<file path="config.mk">
export PLATFORM = sky130hd
export DESIGN_NAME = ethernet_frame_statistics
export DESIGN_NICKNAME = d
export VERILOG_FILES = /design/src/efs_pkg.sv /design/src/ethernet_frame_statistics.sv /design/src/efs_parser.sv /design/src/efs_queue.sv /design/src/efs_counters.sv
export SDC_FILE = /design/constraint.sdc
export NUM_CORES = 2
export LEC_CHECK = 0
export ABC_AREA = 1
export BUFFER_PORTS_ARGS = -buffer_cell sky130_fd_sc_hd__clkbuf_2
export CORE_MARGIN = 2
export CORE_UTILIZATION = 35
export CTS_BUF_LIST = sky130_fd_sc_hd__clkbuf_2 sky130_fd_sc_hd__clkbuf_4 sky130_fd_sc_hd__clkbuf_8
export CTS_CLUSTER_DIAMETER = 150
export DETAILED_ROUTE_END_ITERATION = 10
export GPL_ROUTABILITY_DRIVEN = 0
export SKIP_LAST_GASP = 1
export SYNTH_ARGS = -nofsm -noshare
export SYNTH_HDL_FRONTEND = slang
export SYNTH_SLANG_ARGS = --single-unit
</file>
<file path="constraint.sdc">
create_clock -name clk_i -period 13.1 [get_ports clk_i]
set_input_delay 3.275 -clock clk_i [delete_from_list [all_inputs] [get_ports clk_i]]
set_output_delay 3.275 -clock clk_i [all_outputs]
set_load 0.05 [all_outputs]
</file>
<file path="src/efs_pkg.sv">
// ----------------------------------------------------------------------------
// efs_pkg
// shared types, constants and helpers for the ethernet frame statistics block
// ----------------------------------------------------------------------------
package efs_pkg;

  localparam int unsigned CounterBitsDef   = 48;
  localparam int unsigned MaxFrameBytesDef = 16383;
  localparam int unsigned NumCounters      = 23;
  localparam int unsigned SizeBits         = 16;
  localparam int unsigned IdxBits          = 5;
  localparam int unsigned OutBits          = 48;

  localparam logic [4:0] CntFrames   = 5'd0;
  localparam logic [4:0] CntBytes    = 5'd1;
  localparam logic [4:0] CntLe64     = 5'd2;
  localparam logic [4:0] CntLe255    = 5'd3;
  localparam logic [4:0] CntLe511    = 5'd4;
  localparam logic [4:0] CntLe1023   = 5'd5;
  localparam logic [4:0] CntLe1518   = 5'd6;
  localparam logic [4:0] CntOver     = 5'd7;
  localparam logic [4:0] CntIpv4     = 5'd8;
  localparam logic [4:0] CntNonIpv4  = 5'd9;
  localparam logic [4:0] CntTcp      = 5'd10;
  localparam logic [4:0] CntUdp      = 5'd11;
  localparam logic [4:0] CntIcmp     = 5'd12;
  localparam logic [4:0] CntOtherL4  = 5'd13;
  localparam logic [4:0] CntSyn      = 5'd14;
  localparam logic [4:0] CntSynAck   = 5'd15;
  localparam logic [4:0] CntAck      = 5'd16;
  localparam logic [4:0] CntFinAck   = 5'd17;
  localparam logic [4:0] CntRst      = 5'd18;
  localparam logic [4:0] CntRstAck   = 5'd19;
  localparam logic [4:0] CntOtherFlg = 5'd20;
  localparam logic [4:0] CntL3Good   = 5'd21;
  localparam logic [4:0] CntL4Good   = 5'd22;

  localparam logic [15:0] EtherTypeIpv4 = 16'h0800;
  localparam logic [7:0]  ProtoTcp      = 8'd6;
  localparam logic [7:0]  ProtoUdp      = 8'd17;
  localparam logic [7:0]  ProtoIcmp     = 8'd1;
  localparam logic [7:0]  FlagSyn       = 8'h02;
  localparam logic [7:0]  FlagSynAck    = 8'h12;
  localparam logic [7:0]  FlagAck       = 8'h10;
  localparam logic [7:0]  FlagFinAck    = 8'h11;
  localparam logic [7:0]  FlagRst       = 8'h04;
  localparam logic [7:0]  FlagRstAck    = 8'h14;
  localparam logic [15:0] SumGood       = 16'hFFFF;

  typedef logic [NumCounters-1:0] mask_t;

  typedef struct packed {
    logic                is_read;
    logic [IdxBits-1:0]  idx;
    logic [SizeBits-1:0] size;
    mask_t               mask;
  } entry_t;

  typedef struct packed {
    logic                is_read;
    logic [IdxBits-1:0]  idx;
    logic [SizeBits-1:0] size;
    logic [15:0]         ether_type;
    logic [3:0]          hdr_words;
    logic [15:0]         total_len;
    logic [7:0]          proto;
    logic [7:0]          flags;
    logic [15:0]         l3_sum;
    logic [15:0]         l4_sum;
  } frame_t;

  function automatic logic [15:0] ones_add(input logic [15:0] a, input logic [15:0] b);
    logic [16:0] t;
    t = {1'b0, a} + {1'b0, b};
    return t[16] ? (t[15:0] + 16'd1) : t[15:0];
  endfunction

endpackage

</file>
<file path="src/ethernet_frame_statistics.sv">
// a read transfer returns its counter via the parser stage register, the queue and the result register
// throughput: one transfer per cycle, bytes and reads alike, while the queue is not full; set by the byte parser
// counters update once a frame's last byte has passed the parser stage register and the queue; later reads see them
// reset: asynchronous, active low; clears all counters and frame state at once
// ----------------------------------------------------------------------------
// ethernet_frame_statistics
// rmon style frame statistics over a byte stream with counter readback
// ----------------------------------------------------------------------------
module ethernet_frame_statistics #(
  parameter int unsigned COUNTER_BITS    = efs_pkg::CounterBitsDef,
  parameter int unsigned MAX_FRAME_BYTES = efs_pkg::MaxFrameBytesDef
) (
  input  logic        clk_i,
  input  logic        rst_ni,
  input  logic        s_axis_tvalid,
  output logic        s_axis_tready,
  input  logic [15:0] s_axis_tdata,   // data_byte[7:0], counter_index[12:8], zero
  input  logic        s_axis_tuser,   // opcode
  input  logic        s_axis_tlast,
  output logic        m_axis_tvalid,
  input  logic        m_axis_tready,
  output logic [47:0] m_axis_tdata    // counter_value
);

  logic            q_push, q_full, q_pop, q_empty;
  efs_pkg::entry_t e_in, e_out;

  efs_parser #(.MAX_FRAME_BYTES(MAX_FRAME_BYTES)) u_parser (
    .clk_i, .rst_ni,
    .valid_i(s_axis_tvalid), .ready_o(s_axis_tready),
    .opcode_i(s_axis_tuser), .data_byte_i(s_axis_tdata[7:0]),
    .last_byte_i(s_axis_tlast), .counter_index_i(s_axis_tdata[12:8]),
    .push_o(q_push), .full_i(q_full), .entry_o(e_in)
  );

  efs_queue u_queue (
    .clk_i, .rst_ni,
    .push_i(q_push), .entry_i(e_in), .full_o(q_full),
    .pop_i(q_pop), .empty_o(q_empty), .entry_o(e_out)
  );

  efs_counters #(.COUNTER_BITS(COUNTER_BITS)) u_counters (
    .clk_i, .rst_ni,
    .empty_i(q_empty), .entry_i(e_out), .pop_o(q_pop),
    .valid_o(m_axis_tvalid), .ready_i(m_axis_tready), .data_o(m_axis_tdata)
  );

  a_no_overflow: assert property (@(posedge clk_i) disable iff (!rst_ni)
    !(q_push && q_full)) else $error("queue overflow");
  a_no_underflow: assert property (@(posedge clk_i) disable iff (!rst_ni)
    !(q_pop && q_empty)) else $error("queue underflow");
  a_result_from_read: assert property (@(posedge clk_i) disable iff (!rst_ni)
    $rose(m_axis_tvalid) |-> $past(q_pop && e_out.is_read))
    else $error("result without read");

endmodule

</file>
<file path="src/efs_parser.sv">
// ----------------------------------------------------------------------------
// efs_parser
// front part: header capture, running checksums and frame classification
// ----------------------------------------------------------------------------
module efs_parser #(
  parameter int unsigned MAX_FRAME_BYTES = efs_pkg::MaxFrameBytesDef
) (
  input  logic                       clk_i,
  input  logic                       rst_ni,
  input  logic                       valid_i,
  output logic                       ready_o,
  input  logic                       opcode_i,
  input  logic [7:0]                 data_byte_i,
  input  logic                       last_byte_i,
  input  logic [efs_pkg::IdxBits-1:0] counter_index_i,
  output logic                       push_o,
  input  logic                       full_i,
  output efs_pkg::entry_t            entry_o
);

  localparam int unsigned OW = $clog2(MAX_FRAME_BYTES + 1);

  logic [OW-1:0] off_q, off_d;
  logic [15:0]   et_q, et_d, tl_q, tl_d, l3_q, l3_d, l4_q, l4_d;
  logic [3:0]    hw_q, hw_d;
  logic [7:0]    pr_q, pr_d, fl_q, fl_d, hold_q, hold_d;
  logic          s2_valid_q, s2_valid_d;
  efs_pkg::frame_t s2_q, s2_d;

  logic          acc, take, emit;
  logic [16:0]   off17, ls, le;
  logic          ok_ihl;
  logic [15:0]   word;
  logic [OW-1:0] size_now;

  assign acc     = valid_i & ready_o;
  assign ready_o = !s2_valid_q || !full_i;
  assign push_o  = s2_valid_q && !full_i;

  assign off17  = 17'(off_q);
  assign ls     = 17'd14 + 17'({hw_q, 2'b00});
  assign le     = 17'd14 + 17'(tl_q);
  assign ok_ihl = hw_q >= 4'd5;
  assign word   = {hold_q, data_byte_i};
  assign take   = off_q < OW'(MAX_FRAME_BYTES);
  assign size_now = take ? off_q + OW'(1) : off_q;

  always_comb begin
    off_d = off_q; et_d = et_q; tl_d = tl_q; l3_d = l3_q; l4_d = l4_q;
    hw_d = hw_q; pr_d = pr_q; fl_d = fl_q; hold_d = hold_q;
    if (acc && !opcode_i && take) begin
      off_d = size_now;
      case (off17)
        17'd12: et_d = {data_byte_i, 8'h00};
        17'd13: et_d = {et_q[15:8], data_byte_i};
        17'd14: hw_d = data_byte_i[3:0];
        17'd16: tl_d = {data_byte_i, 8'h00};
        17'd17: tl_d = {tl_q[15:8], data_byte_i};
        17'd23: pr_d = data_byte_i;
        default: ;
      endcase
      if (off17 >= 17'd14) begin
        if (ok_ihl && off17 == ls + 17'd13) fl_d = data_byte_i;
        if (!off17[0]) begin
          hold_d = data_byte_i;
          if (ok_ihl && off17 >= ls && off17 + 17'd1 == le)
            l4_d = efs_pkg::ones_add(l4_q, {data_byte_i, 8'h00});
        end else begin
          if (ok_ihl && off17 < ls) l3_d = efs_pkg::ones_add(l3_q, word);
          if (off17 >= 17'd26 && off17 <= 17'd33) l4_d = efs_pkg::ones_add(l4_q, word);
          if (ok_ihl && off17 >= ls && off17 < le) l4_d = efs_pkg::ones_add(l4_q, word);
        end
      end
    end
  end

  always_comb begin
    s2_d            = s2_q;
    emit            = 1'b0;
    s2_d.is_read    = opcode_i;
    s2_d.idx        = counter_index_i;
    s2_d.size       = efs_pkg::SizeBits'(size_now);
    s2_d.ether_type = et_d;
    s2_d.hdr_words  = hw_d;
    s2_d.total_len  = tl_d;
    s2_d.proto      = pr_d;
    s2_d.flags      = fl_d;
    s2_d.l3_sum     = l3_d;
    s2_d.l4_sum     = l4_d;
    if (acc) emit = opcode_i || (last_byte_i && (size_now >= OW'(14)));
    s2_valid_d = emit ? 1'b1 : (push_o ? 1'b0 : s2_valid_q);
  end

  always_ff @(posedge clk_i or negedge rst_ni) begin
    if (!rst_ni) begin
      off_q <= '0; et_q <= '0; tl_q <= '0; l3_q <= '0; l4_q <= '0;
      hw_q <= '0; pr_q <= '0; fl_q <= '0; hold_q <= '0; s2_valid_q <= 1'b0;
    end else begin
      s2_valid_q <= s2_valid_d;
      if (acc && !opcode_i && last_byte_i) begin
        off_q <= '0; et_q <= '0; tl_q <= '0; l3_q <= '0; l4_q <= '0;
        hw_q <= '0; pr_q <= '0; fl_q <= '0; hold_q <= '0;
      end else begin
        off_q <= off_d; et_q <= et_d; tl_q <= tl_d; l3_q <= l3_d; l4_q <= l4_d;
        hw_q <= hw_d; pr_q <= pr_d; fl_q <= fl_d; hold_q <= hold_d;
      end
    end
  end

  always_ff @(posedge clk_i) begin
    if (emit) s2_q <= s2_d;
  end

  // classification of the captured frame
  logic [15:0] ip_len, hlen, l4s;
  efs_pkg::mask_t m;

  always_comb begin
    m      = '0;
    ip_len = s2_q.size - 16'd14;
    hlen   = 16'({s2_q.hdr_words, 2'b00});
    l4s    = efs_pkg::ones_add(efs_pkg::ones_add(s2_q.l4_sum, {8'h00, s2_q.proto}),
                               s2_q.total_len - hlen);
    m[efs_pkg::CntFrames] = 1'b1;
    m[efs_pkg::CntBytes]  = 1'b1;
    if (s2_q.size <= 16'd64)        m[efs_pkg::CntLe64]   = 1'b1;
    else if (s2_q.size <= 16'd255)  m[efs_pkg::CntLe255]  = 1'b1;
    else if (s2_q.size <= 16'd511)  m[efs_pkg::CntLe511]  = 1'b1;
    else if (s2_q.size <= 16'd1023) m[efs_pkg::CntLe1023] = 1'b1;
    else if (s2_q.size <= 16'd1518) m[efs_pkg::CntLe1518] = 1'b1;
    else                            m[efs_pkg::CntOver]   = 1'b1;
    if (s2_q.ether_type != efs_pkg::EtherTypeIpv4) begin
      m[efs_pkg::CntNonIpv4] = 1'b1;
    end else if (ip_len >= 16'd20) begin
      m[efs_pkg::CntIpv4] = 1'b1;
      if (s2_q.hdr_words >= 4'd5) begin
        if (ip_len >= hlen && s2_q.l3_sum == efs_pkg::SumGood) m[efs_pkg::CntL3Good] = 1'b1;
        if (ip_len >= s2_q.total_len && s2_q.total_len >= hlen && l4s == efs_pkg::SumGood)
          m[efs_pkg::CntL4Good] = 1'b1;
        if (ip_len >= hlen) begin
          if (s2_q.proto == efs_pkg::ProtoTcp) begin
            if (ip_len - hlen >= 16'd20) begin
              m[efs_pkg::CntTcp] = 1'b1;
              case (s2_q.flags)
                efs_pkg::FlagSyn:    m[efs_pkg::CntSyn]      = 1'b1;
                efs_pkg::FlagSynAck: m[efs_pkg::CntSynAck]   = 1'b1;
                efs_pkg::FlagAck:    m[efs_pkg::CntAck]      = 1'b1;
                efs_pkg::FlagFinAck: m[efs_pkg::CntFinAck]   = 1'b1;
                efs_pkg::FlagRst:    m[efs_pkg::CntRst]      = 1'b1;
                efs_pkg::FlagRstAck: m[efs_pkg::CntRstAck]   = 1'b1;
                default:             m[efs_pkg::CntOtherFlg] = 1'b1;
              endcase
            end
          end else if (s2_q.proto == efs_pkg::ProtoUdp) begin
            m[efs_pkg::CntUdp] = 1'b1;
          end else if (s2_q.proto == efs_pkg::ProtoIcmp) begin
            m[efs_pkg::CntIcmp] = 1'b1;
          end else begin
            m[efs_pkg::CntOtherL4] = 1'b1;
          end
        end
      end
    end
    entry_o.is_read = s2_q.is_read;
    entry_o.idx     = s2_q.idx;
    entry_o.size    = s2_q.size;
    entry_o.mask    = m;
  end

endmodule

</file>
<file path="src/efs_queue.sv">
// ----------------------------------------------------------------------------
// efs_queue
// two-entry queue between the parser and the counter bank
// ----------------------------------------------------------------------------
module efs_queue (
  input  logic            clk_i,
  input  logic            rst_ni,
  input  logic            push_i,
  input  efs_pkg::entry_t entry_i,
  output logic            full_o,
  input  logic            pop_i,
  output logic            empty_o,
  output efs_pkg::entry_t entry_o
);

  efs_pkg::entry_t mem_q [2];
  logic       wr_q, rd_q;
  logic [1:0] cnt_q;

  assign full_o  = cnt_q == 2'd2;
  assign empty_o = cnt_q == 2'd0;
  assign entry_o = mem_q[rd_q];

  always_ff @(posedge clk_i) begin
    if (push_i) mem_q[wr_q] <= entry_i;
  end

  always_ff @(posedge clk_i or negedge rst_ni) begin
    if (!rst_ni) begin
      wr_q <= 1'b0; rd_q <= 1'b0; cnt_q <= '0;
    end else begin
      if (push_i) wr_q <= !wr_q;
      if (pop_i) rd_q <= !rd_q;
      cnt_q <= cnt_q + 2'(push_i) - 2'(pop_i);
    end
  end

endmodule

</file>
<file path="src/efs_counters.sv">
// ----------------------------------------------------------------------------
// efs_counters
// back part: statistics counter bank and read result register
// ----------------------------------------------------------------------------
module efs_counters #(
  parameter int unsigned COUNTER_BITS = efs_pkg::CounterBitsDef
) (
  input  logic                        clk_i,
  input  logic                        rst_ni,
  input  logic                        empty_i,
  input  efs_pkg::entry_t             entry_i,
  output logic                        pop_o,
  output logic                        valid_o,
  input  logic                        ready_i,
  output logic [efs_pkg::OutBits-1:0] data_o
);

  logic [COUNTER_BITS-1:0] cnt_q [efs_pkg::NumCounters];
  logic                    out_v_q;
  logic [efs_pkg::OutBits-1:0] out_q;
  logic [63:0]             rd_ext;

  assign pop_o   = !empty_i && (!entry_i.is_read || !out_v_q || ready_i);
  assign valid_o = out_v_q;
  assign data_o  = out_q;
  assign rd_ext  = (entry_i.idx < efs_pkg::IdxBits'(efs_pkg::NumCounters))
                   ? 64'(cnt_q[entry_i.idx]) : 64'd0;

  always_ff @(posedge clk_i or negedge rst_ni) begin
    if (!rst_ni) begin
      out_v_q <= 1'b0;
      for (int i = 0; i < efs_pkg::NumCounters; i++) cnt_q[i] <= '0;
    end else begin
      if (pop_o && entry_i.is_read) out_v_q <= 1'b1;
      else if (ready_i)             out_v_q <= 1'b0;
      if (pop_o && !entry_i.is_read) begin
        for (int i = 0; i < efs_pkg::NumCounters; i++) begin
          if (entry_i.mask[i])
            cnt_q[i] <= cnt_q[i] + ((i == int'(efs_pkg::CntBytes))
                                    ? COUNTER_BITS'(entry_i.size) : COUNTER_BITS'(1));
        end
      end
    end
  end

  always_ff @(posedge clk_i) begin
    if (pop_o && entry_i.is_read) out_q <= rd_ext[efs_pkg::OutBits-1:0];
  end

endmodule
</file>
-- Word-level counts from Yosys, hierarchy flattened
Memories as Yosys holds them, arrays and structs flattened.
Cells that the tools add are included.
- flip-flop bits (word level): 1368
- bits in writable memories: 82
- input port bits: 22
- output and inout bits: 50
- word-level logic and storage cells: 282
- memories: 1
- memories (memory ; depth ; width ; rd ports ; clocked after Yosys merged registers in ; write ports ; line ; source):
    u_queue.mem_q ; 2 ; 41 ; 1 ; 0 ; 1 ; efs_queue.sv:16 ; efs_pkg::entry_t mem_q [2];
- $add $sub $neg: 43
- magnitude comparators: 22
- equal/unequal tests: 22
- multiplexer cells: 85
- bitwise gates (word level): 2
- reduce and logical (&&, ||, !) cells: 59
- operators with widths (cell ; count):
    $add 48x1->48 const B ; 22
    $mux 16 ; 21
    $bmux 48 s5 ; 1
    $mux 48 ; 2
    $mux 8 ; 11
    $add 16x1->16 const B ; 5
    $add 16x16->17 ; 4
    $pmux 16 s2 ; 2
    $add 48x16->48 ; 1
    $reduce_and 2->1 ; 23
    $eq 14x4->1 const B ; 3
    $eq 14x5->1 const B ; 3
    $mux 14 ; 3
    $eq 8x5->1 const B ; 5
    $mux 13 ; 3
    $lt 14x17->1 ; 2
    $eq 16x16->1 const B ; 2
    $ge 16x5->1 const B ; 2
    $ge 16x6->1 ; 2
    $sub 16x6->16 ; 2
    $mux 1 ; 30
    $ge 14x4->1 const B ; 2
    $add 16x8->17 ; 1
    $add 17x4->17 const B ; 1
    other kinds (43) ; 80

-- Logic depth before layout (Yosys ltp)
- depth after elaboration: 12
- mapped depth: 33
- mapped depth without buffers: 33

-- By module
Synthesis repeated with hierarchy kept, for this count alone.
- cell total of the unflattened synthesis: 14351
- area total of the unflattened synthesis: 98685.9 um^2
- by module, submodules not included (module ; times used ; cells an instance ; area each (um^2) ; sequential area each (um^2)):
    efs_counters ; 1 ; 11483 ; 77146.5 ; 29092.9
    efs_parser ; 1 ; 2608 ; 17953.5 ; 5800.6
    efs_queue ; 1 ; 260 ; 3585.9 ; 2802.7

-- Least setup slack after synthesis
Ideal clock, no wire load.
- kind: input port to flip-flop
- start: in s_axis_tvalid
- end: reg u_parser.s2_q (netlist bit u_parser.entry_o[23]), enable pin
- library setup time: 0.603 ns
- arrival: 8.427 ns
- required time: 12.497 ns
- path slack: 4.070 ns
- stages: 2
- path buffers: 0
- cells stage by stage: nand2_1 -> a21oi_1
- word-level cells in the longest chain between the ends: 2
- ends and longest elaborated chain (item ; line ; source):
    from (decl) ; ethernet_frame_statistics.sv:15 ; input logic s_axis_tvalid,
    $and 1x1->1 ; efs_parser.sv:36 ; assign acc = valid_i & ready_o;
    $mux 1 ; efs_parser.sv:90 ; if (acc) emit = opcode_i || (last_byte_i && (size_now >= OW'(14)));
    named net u_parser.emit ; efs_parser.sv:30 ; logic acc, take, emit;
    to (signal assigned) ; efs_parser.sv:111 ; if (emit) s2_q <= s2_d;
    to (decl) ; efs_parser.sv:28 ; efs_pkg::frame_t s2_q, s2_d;
The timed path passes the listed nets, and every way through them passes these cells.
A chain may end at the register's enable or synchronous reset.

-- Worst setup path in the final report
- start: reg u_queue.rd_q
- end: reg u_counters.out_q (netlist bit u_counters.data_o[2]) (data pin)
- word-level cells in the longest chain between the ends: 5
- elaborated cells on any way between the ends: 6
- those cells by class: order compare (1); mux (3); bitwise (1); memory (1)
- ends and longest elaborated chain (item ; line ; source):
    from (decl) ; efs_queue.sv:17 ; logic wr_q, rd_q;
    from (signal assigned) ; efs_queue.sv:33 ; if (pop_i) rd_q <= !rd_q;
    $mem_v2 2x41 * ; - ;
    $not 5->6 (implied by the code) ; efs_counters.sv:27 ; ? 64'(cnt_q[entry_i.idx]) : 64'd0;
    $bmux 48 s5 ; efs_counters.sv:27 ;
    $mux 48 (implied by the code) (2 in series) ; efs_counters.sv:27 ;
    to (signal assigned) ; efs_counters.sv:47 ; if (pop_o && entry_i.is_read) out_q <= rd_ext[efs_pkg::OutBits-1:0];
    to (decl) ; efs_counters.sv:20 ; logic [efs_pkg::OutBits-1:0] out_q;
Mark *: on every way between the ends. The rest lies on a longest branch, timed or not. The select of a mux whose other input is x is not followed.

==> impl_metrics.yaml <==
layout:
  drive_gt1_frac: 0.0698
  final_cell_count_no_fill: 14799
  multi_input_area_um2: 43700
  layout.area.seq_um2: 37500
  fillers: 25983
  syn_to_final_growth_pct: 10.9
  layout.nets: 11464
clock_network:
  htreeDepth: 5
  postCtsSetupBuffers: 0
  cts_buffer_depth: 4
  path_clk_slew_ps: 60
  cts_root_buffer: "clkbuf_8"
  clock_latency_ps: 1070
  cts_sinks: 1450
  hold_buffers: 0
  cts_resized: 0
  cts_tree: "built"
  cts_buffers: 285
detailed_routing:
  dr.pass1.iters: 8
  wl_um: 281000
  drc: 0
  routedWlPerCell_um: 19.0
  route.antenna.remaining_nets: 0
  vias_per_cell: 5.16
  vias: 76330
  drt_iter0_markers: 7573
global_route:
  grt_max_degree: 175
  grt_antenna_before_repair: 5
  grt_pass1_vias: 72875
  grt.total_usage: 0.215
  grt_overflow_total: 0
  grt_pass1_wl_um: 430000
placed_design:
  dp_slack_ps: 6670
  dp.cells: 14316
  io_buffers: 68
  dp_hpwl_um: 213000
power_and_ir_drop:
  ir_worst_vdd_mv: 0.188
  sequentialPowerShare: 0.331
  power_leakage_uw: 0.0418
  swShare: 0.438
  power.internal_uw: 9070
  switchingPower_uw: 7060
  combPwrFrac: 0.382
  powerDensity_nw_per_um2: 166
  pwr-share-clk: 0.286
floorplanning:
  die_w_um: 505
  ios: 72
  fp.coreArea_um2: 249000
  start_util: 0.352
  rows: 183
  design.die.area_um2: 255000
  chipHeight_um: 505
logic_synthesis:
  synthAdderAreaFrac: 0.0248
  synth_seq_cells: 1450
  async_flop_share: 0.839
  ys_seq_area_frac: 0.427
  synth_top_family_by_area: "simple AND/OR/NAND/NOR gates"
  synth_ff_type: "dfrtp_1"
  synth_xor_area_frac: 0.115
  syn_inst: 11157
  synthSimpleGateAreaFrac: 0.263
  syn_nets: 11348
  synth_mux_area_frac: 0.000342
  ys_warn_count: 0
  synth_cell_types: 65
  synth_edf_count: 234
  syn-cell-area_um2: 87800
  syn_avg_cell_area_um2: 7.87
  synth-compound-area-share: 0.0943
worst_setup_path:
  worstPathRequired_ps: 13960
  path_common_cell: "buf_4"
  critPathArrivalTime_ps: 6760
  max_stage_delay_ps: 850
  cp-end-kind: "flop"
  critPathSlowestCell: "buf_4"
  crit_path_start_kind: "flop"
  worstSetupPathType: "reg2reg"
  worst-path-max-fanout: 123
  crit_chain: "buf_4 > or2_2 > nand2_4 > inv_8 > buf_4 > buf_4 > buf_4 > o21ai_0 > o221ai_1 > a32o_1"
sta:
  relSlewSlack: 0.183
  grt_setup_unrepaired: "no"
  finalCriticalPeriod_ps: 5910
  fmax_ghz: 0.169
  report.final.slew_viol_count: 0
  fin_hold_ws_ps: 446
  period_share: 0.451
  hold_viol: 0
  tightest_slew_ps: 1210
  setup_viol: 0
  fin_tns_setup_ps: 0
  skew_ps: 145
  worst_slack_ps: 7190
status:
  outcome: "complete, no violations"
min_path:
  hold_path.class: "reg2reg"
flow_run:
  cap_viol_max_count: 0
power by group through the flow:
stage	registers, µW	logic, µW	clock network, µW
floorplan	5610	3410	0
global placement	5410	6040	0
detailed placement	5420	6070	0
CTS	5340	6100	4720
global route	5380	6590	4910
finish	5340	6160	4620
path summary, 6_finish.rpt:
| kind | startpoint | to | slack (ps) | depth (start not counted) |
|---|---|---|---|---|
| max | u_queue.rd_q$_DFFE_PN0P_ | u_counters.data_o[2]$_SDFFCE_PP0P_ | 7190 | 10 |
| min | u_parser.entry_o[39]$_DFFE_PP_ | u_queue.mem_q[1][35]$_DFFE_PP_ | 450 | 0 |
| max reg2reg | u_queue.rd_q$_DFFE_PN0P_ | u_counters.data_o[2]$_SDFFCE_PP0P_ | 7190 | 10 |
| min reg2reg | u_parser.entry_o[39]$_DFFE_PP_ | u_queue.mem_q[1][35]$_DFFE_PP_ | 450 | 0 |
| max in group asynchronous | rst_ni | u_counters.cnt_q[834]$_DFFE_PN0P_ | 8440 | 3 |
| min in group asynchronous | rst_ni | u_counters.cnt_q[570]$_DFFE_PN0P_ | 2210 | 1 |
sequential cells by signal, indices dropped and copies added, names as in the netlist, 8 cells and up:
signal	count
u_counters.cnt_q	1104
u_counters.data_o	48
u_parser.entry_o	20
u_parser.et_q	16
u_parser.fl_q	8
u_parser.hold_q	8
u_parser.l3_q	16
u_parser.l4_q	16
u_parser.off_q	14
u_parser.pr_q	8
u_parser.s2_q	80
u_parser.tl_q	16
u_queue.mem_q	82
metal layers:
metal	vias to the layer above	share of wire	GRT usage
li1	37108	-	-
met1	36210	0.44	0.295
met2	2467	0.44	0.330
met3	545	0.068	0.0370
met4	0	0.050	0.102
met5	-	0	0
through the flow:
step | cell area (µm²) | power (µW) | utilization
6_report | 97400 | 16100 | 0.391
3_3_place_gp | 91800 | 11500 | 0.368
5_1_grt | 97400 | 16900 | 0.391
2_1_floorplan | 87800 | 9020 | -
3_5_place_dp | 91800 | 11500 | 0.368
4_1_cts | 97300 | 16200 | 0.391
synth_stat cells (25+ instances only):
cell type | count | share of area
nor2_1 | 954 | 0.041
nand3_1 | 714 | 0.041
nor4_1 | 263 | 0.019
xnor2_1 | 169 | 0.017
a21oi_1 | 555 | 0.032
o211ai_1 | 89 | 0.0076
nor2_2 | 74 | 0.0053
nor3_2 | 27 | 0.0031
xor2_1 | 983 | 0.098
edfxtp_1 | 234 | 0.080
nand4_1 | 290 | 0.021
nand3b_1 | 27 | 0.0023
ha_1 | 161 | 0.023
clkbuf_1 | 251 | 0.011
o21ai_0 | 659 | 0.038
inv_2 | 25 | 0.0011
dfrtp_1 | 1216 | 0.35
nand2_1 | 2204 | 0.094
inv_1 | 1450 | 0.062
nor3_1 | 434 | 0.025
critical path, delay by kind of cell, from the launching register on:
kind / cells / cell delay (ps)
compound gates: 3 / 1420
buf+inv: 5 / 3280
flops: 1 / 330
simple gates: 2 / 470
cells in the final DEF (no fill, tap or decap), types with 263 or more instances in the layout:
cell and n:
nand4_1 290, xor2_1 983, inv_1 1446, clkbuf_8 331, o21ai_0 659, dfrtp_1 1215
nor3_1 434, nor4_1 263, nand2_1 2202, nor2_1 951, a21oi_1 554, nand3_1 714
cells by family after synthesis:
family,count (synthesis)
buffers and inverters,1774
and+or+nand+nor,5114
DFF,1450
adders and majority gates,169
muxes,3
xor gates and xnor gates,1152
AOI/OAI and AO/OA,1495
final cells by class:
type / instances / share of cell area
inverter: 1480 / 0.0573
antenna: 6 / 0.000154
multi-input combinational: 7933 / 0.449
tap: 3330 / 0.0428
timing repair buffer: 123 / 0.00853
clock inverter: 62 / 0.00402
sequential: 1450 / 0.385
clock buffer: 415 / 0.0533
(Power assumes the default switching activity.)
